$ cat config.mk
export PLATFORM = sky130hd
export DESIGN_NAME = twsd_ram
export DESIGN_NICKNAME = d
export VERILOG_FILES = /design/src/hw/rtl/twsd_ram.sv
export SDC_FILE = /design/constraint.sdc
export NUM_CORES = 1
export LEC_CHECK = 0
export ABC_AREA = 1
export BUFFER_PORTS_ARGS = -buffer_cell sky130_fd_sc_hd__buf_2
export CAP_MARGIN = 25
export CORE_MARGIN = 2
export CORE_UTILIZATION = 50
export CTS_CLUSTER_SIZE = 28
export DETAILED_ROUTE_END_ITERATION = 7
export PLACE_DENSITY = 0.71
export SYNTH_ARGS = -nofsm -noshare
export SYNTH_HDL_FRONTEND = slang
export SYNTH_SLANG_ARGS = --single-unit
export TNS_END_PERCENT = 5
$ cat constraint.sdc
create_clock -name clock -period 6.7 [get_ports clock]
set_input_delay 0.335 -clock clock [delete_from_list [all_inputs] [get_ports clock]]
set_output_delay 0.335 -clock clock [all_outputs]
set_load 0.02 [all_outputs]
$ cat src/hw/rtl/twsd_ram.sv
// ----------------------------------------------------------------------------
// twsd_ram
// Generic single-clock RAM with one write port and one registered read port.
// ----------------------------------------------------------------------------
module twsd_ram #(
   parameter int WIDTH = 32,
   parameter int DEPTH = 16
) (
   input  logic                     clock,
   input  logic                     wr_en,
   input  logic [$clog2(DEPTH)-1:0] wr_addr,
   input  logic [WIDTH-1:0]         wr_data,
   input  logic                     rd_en,
   input  logic [$clog2(DEPTH)-1:0] rd_addr,
   output logic [WIDTH-1:0]         rd_data
);

   logic [WIDTH-1:0] mem [DEPTH];

   // A read of the address being written returns the old contents.
   always_ff @(posedge clock) begin
      if (wr_en) begin
         mem[wr_addr] <= wr_data;
      end
      if (rd_en) begin
         rd_data <= mem[rd_addr];
      end
   end

endmodule

* Word-level counts from Yosys, hierarchy flattened
Memories as Yosys holds them, arrays and structs flattened. A register that Yosys moved wholly into a read port is not among the register bits.
Cells that the tools add are included.
** Storage, ports and cells
- Register bits :: 0
- Bits in latches :: 0
- Memory bits (writable) :: 512
- Word-level logic and storage cells :: 3
- Input port bits :: 43
- Output and inout port bits :: 32
- Memories kept :: 1
- Bits in read-only memories :: 0
** Operators by class
- Reduce and logical (&&, ||, !) cells :: 0
- $mul :: 0
- Add/sub/neg operators :: 0
- Shift operators :: 0
- Equality and inequality tests :: 0
- Div/mod/pow operators :: 0
- Multiplexer cells :: 2
- $lt $le $gt $ge :: 0
- Bitwise logic cells :: 0
** Memory list
- mem :: depth 16, bits a word 32, read ports 1, clocked after Yosys merged registers in 1, write ports 1, line 18 : logic [WIDTH-1:0] mem [DEPTH];
** Operators with widths (number)
- $mux W1 :: 2

* Longest topological paths before layout
- Depth in word-level cells :: 2
- Mapped depth :: 10
- Gate-level depth less buffers :: 7

* Worst setup path after synthesis
OpenSTA, ideal clock, no wires.
- Path kind :: input to register
- From :: in wr_addr[2]
- To :: mem mem[10][0] (enable)
- Cell stages on the path :: 2
- Arrival time :: 1.907 ns
- Buffers on the path :: 0
- Slack :: 4.372 ns
- Required time :: 6.279 ns
- Library setup time :: 0.421 ns
- Path through :: nand3b_1 > nor2_1
** RTL lines
- start, declared :: line 11 : input logic [$clog2(DEPTH)-1:0] wr_addr,
- end, declared :: line 18
No word-level cell before the write port.

==> results.cfg <==
[worst_setup_path]
path_class = in2reg
cp.required_ns = 7.05
cp-start-kind = input port
critical_path_arrival_ns = 2.80
setup.worst_path.end_class = flip-flop
rr_worst_depth = 6
cp_max_fo = 100

[timing]
holdWs_ns = 0.113
skew_ns = 0.0161
fmax_ghz = 0.408
hold_viol = 0
period_needed_ns = 2.45
setup_tns_ns = 0
tightest_slew_ns = 1.04
slew_headroom_pct = 30.9
rsz0062_at_grt = no
fin_crit_sh_pct = 36.6
slew_viol_final = 0
finalSetupViolations = 0

[cts]
cts.clk_slew.worst_paths_ns = 0.06
cts_buffers = 55
cts_resized = 0
root_buffer = clkbuf_16
clk_latency_ns = 0.60
clockBufferDepth = 3
holdBufCountCts = 0
post_cts_buffers = 0
cts_max_level = 2
clock_sinks = 544
cts_tree = yes

[placed_design]
gp_congestion = 0.750
hpwl_mm = 24.5
dpl.cell_count = 2715
port_buffers = 74

[power_and_ir_drop]
p_leak_nw = 10.8
powerDensity_nw_per_um2 = 281
irDropWorstVdd_mv = 0.175

[yosys]
synth_area_leaders = edfxtp_1, nand2_1, nand3_1
ys_seq_area_share_pct = 70.9
synth_edf_count = 544
syn_nets = 2163
ys_ff_latch = 544
avgSynthCellArea_um2 = 10.9
ys.warnings.count = 0
synth_common_cells = nand2_1, edfxtp_1, inv_1, nand3_1, buf_2
synth_area_um2 = 23100
async_reset_ff_share_pct = 0
yosysTopAreaCell = edfxtp_1
synth_cell_types = 14
synth.top_cell.area_share_pct = 70.9
syn_inst = 2120
ys.flop_type = edfxtp_1
synth.most_common_cell = nand2_1

[floorplanning]
num_rows = 78
core_um2 = 45500
start_util_pct = 50.7
die_w_um = 219
fp.dieH_um = 219
ios = 75
dieArea_um2 = 47800

[cells_and_area]
drive_above_1_share_pct = 8.68
diodes = 0
final_cells = 2812
area_growth_pct = 10.5
finalNetCount = 2215

[grt]
grt_pass1_wl_mm = 80.9
grt_max_degree = 101
antenna_found_initial = 1
grt_pass1_vias = 14200
grt_remaining_overflow = 0
gr-usage-all-layers_pct = 22.5

[detailed_routing]
vias = 14700
dr.pass1.iters = 5
wl_mm = 52.6
vias_per_cell = 5.24
drc = 0
first_iter_violations = 1630
drtAntennaViolNets = 0
wl_per_cell_um = 18.7

[status]
status = finished clean

[min_path]
holdPathStages = 1
hold_path.class = in2reg

[flow_run]
drv_cap = 0
## sequential cells by signal (all words and copies together), names as in the netlist
signal,flops
mem,512
rd_data,32
## layout by cell type (no fill, tap or decap), types with 3 or more instances in the layout
cell type / count
buf_2: 72
buf_4: 27
bufinv_16: 3
clkbuf_1: 12
clkbuf_16: 57
clkinv_1: 13
clkinv_2: 9
edfxtp_1: 544
inv_1: 386
nand2_1: 677
nand3_1: 385
nor2_4: 16
## critical path: stages
cell and delay [ns]:
buf_6 0.28, inv_6 0.64, buf_4 0.87, nand2_1 0.16, nand3_1 0.13, nand3_1 0.10, nand3_1 0.13, nand2_1 0.07
## area by class of cell
| cell class | instances | area [um2] |
|---|---|---|
| inverters | 390 | 1470 |
| well taps | 600 | 751 |
| repair buffers | 100 | 574 |
| flip-flops and latches | 544 | 16300 |
| clock buffers | 69 | 1470 |
| fillers | 3738 | 20000 |
| clock inverters | 28 | 208 |
| multi-input cells | 1081 | 4670 |
## cells by family after synthesis
group | count (synthesis) | synth area share [%]
buffers and inverters | 495 | 9.41
DFF | 544 | 70.9
and+or+nand+nor | 1081 | 19.7
## worst paths after layout
check,startpoint,end,slack (ns)
worst max-delay path,rd_addr[0],rd_data[9]$_DFFE_PP_,4.25
worst min-delay path,wr_data[2],mem[10][2]$_DFFE_PP_,0.11
worst max register to register,mem[1][0]$_DFFE_PP_,rd_data[0]$_DFFE_PP_,5.49
worst min register to register,mem[10][10]$_DFFE_PP_,rd_data[10]$_DFFE_PP_,0.73
## report_power, final
| group | switching, W | internal (W) |
|---|---|---|
| sequential | 0.0000213 | 0.00383 |
| clock | 0.00123 | 0.00166 |
| combinational | 0.000319 | 0.000112 |
## routing by layer
metal	routed length, um	track usage, %	vias up
met5	14	0	-
met3	4550	3.42	109
met1	21700	31.1	7021
met4	1390	8.18	2
li1	-	-	6968
met2	24900	36.3	626
## through the flow
step / utilization [%] / setup WS [ns] / power, W / area (um2)
after floorplan: - / 4.37 / 0.00420 / 23100
after global placement: 52.3 / 3.75 / 0.00434 / 23800
after detailed placement: 52.3 / 3.61 / 0.00436 / 23800
after CTS: 56.0 / 4.26 / 0.00722 / 25500
after global routing: 56.0 / 4.06 / 0.00739 / 25500
final: 56.0 / 4.25 / 0.00717 / 25500
Note: power is estimated with default switching activity, not from simulation.
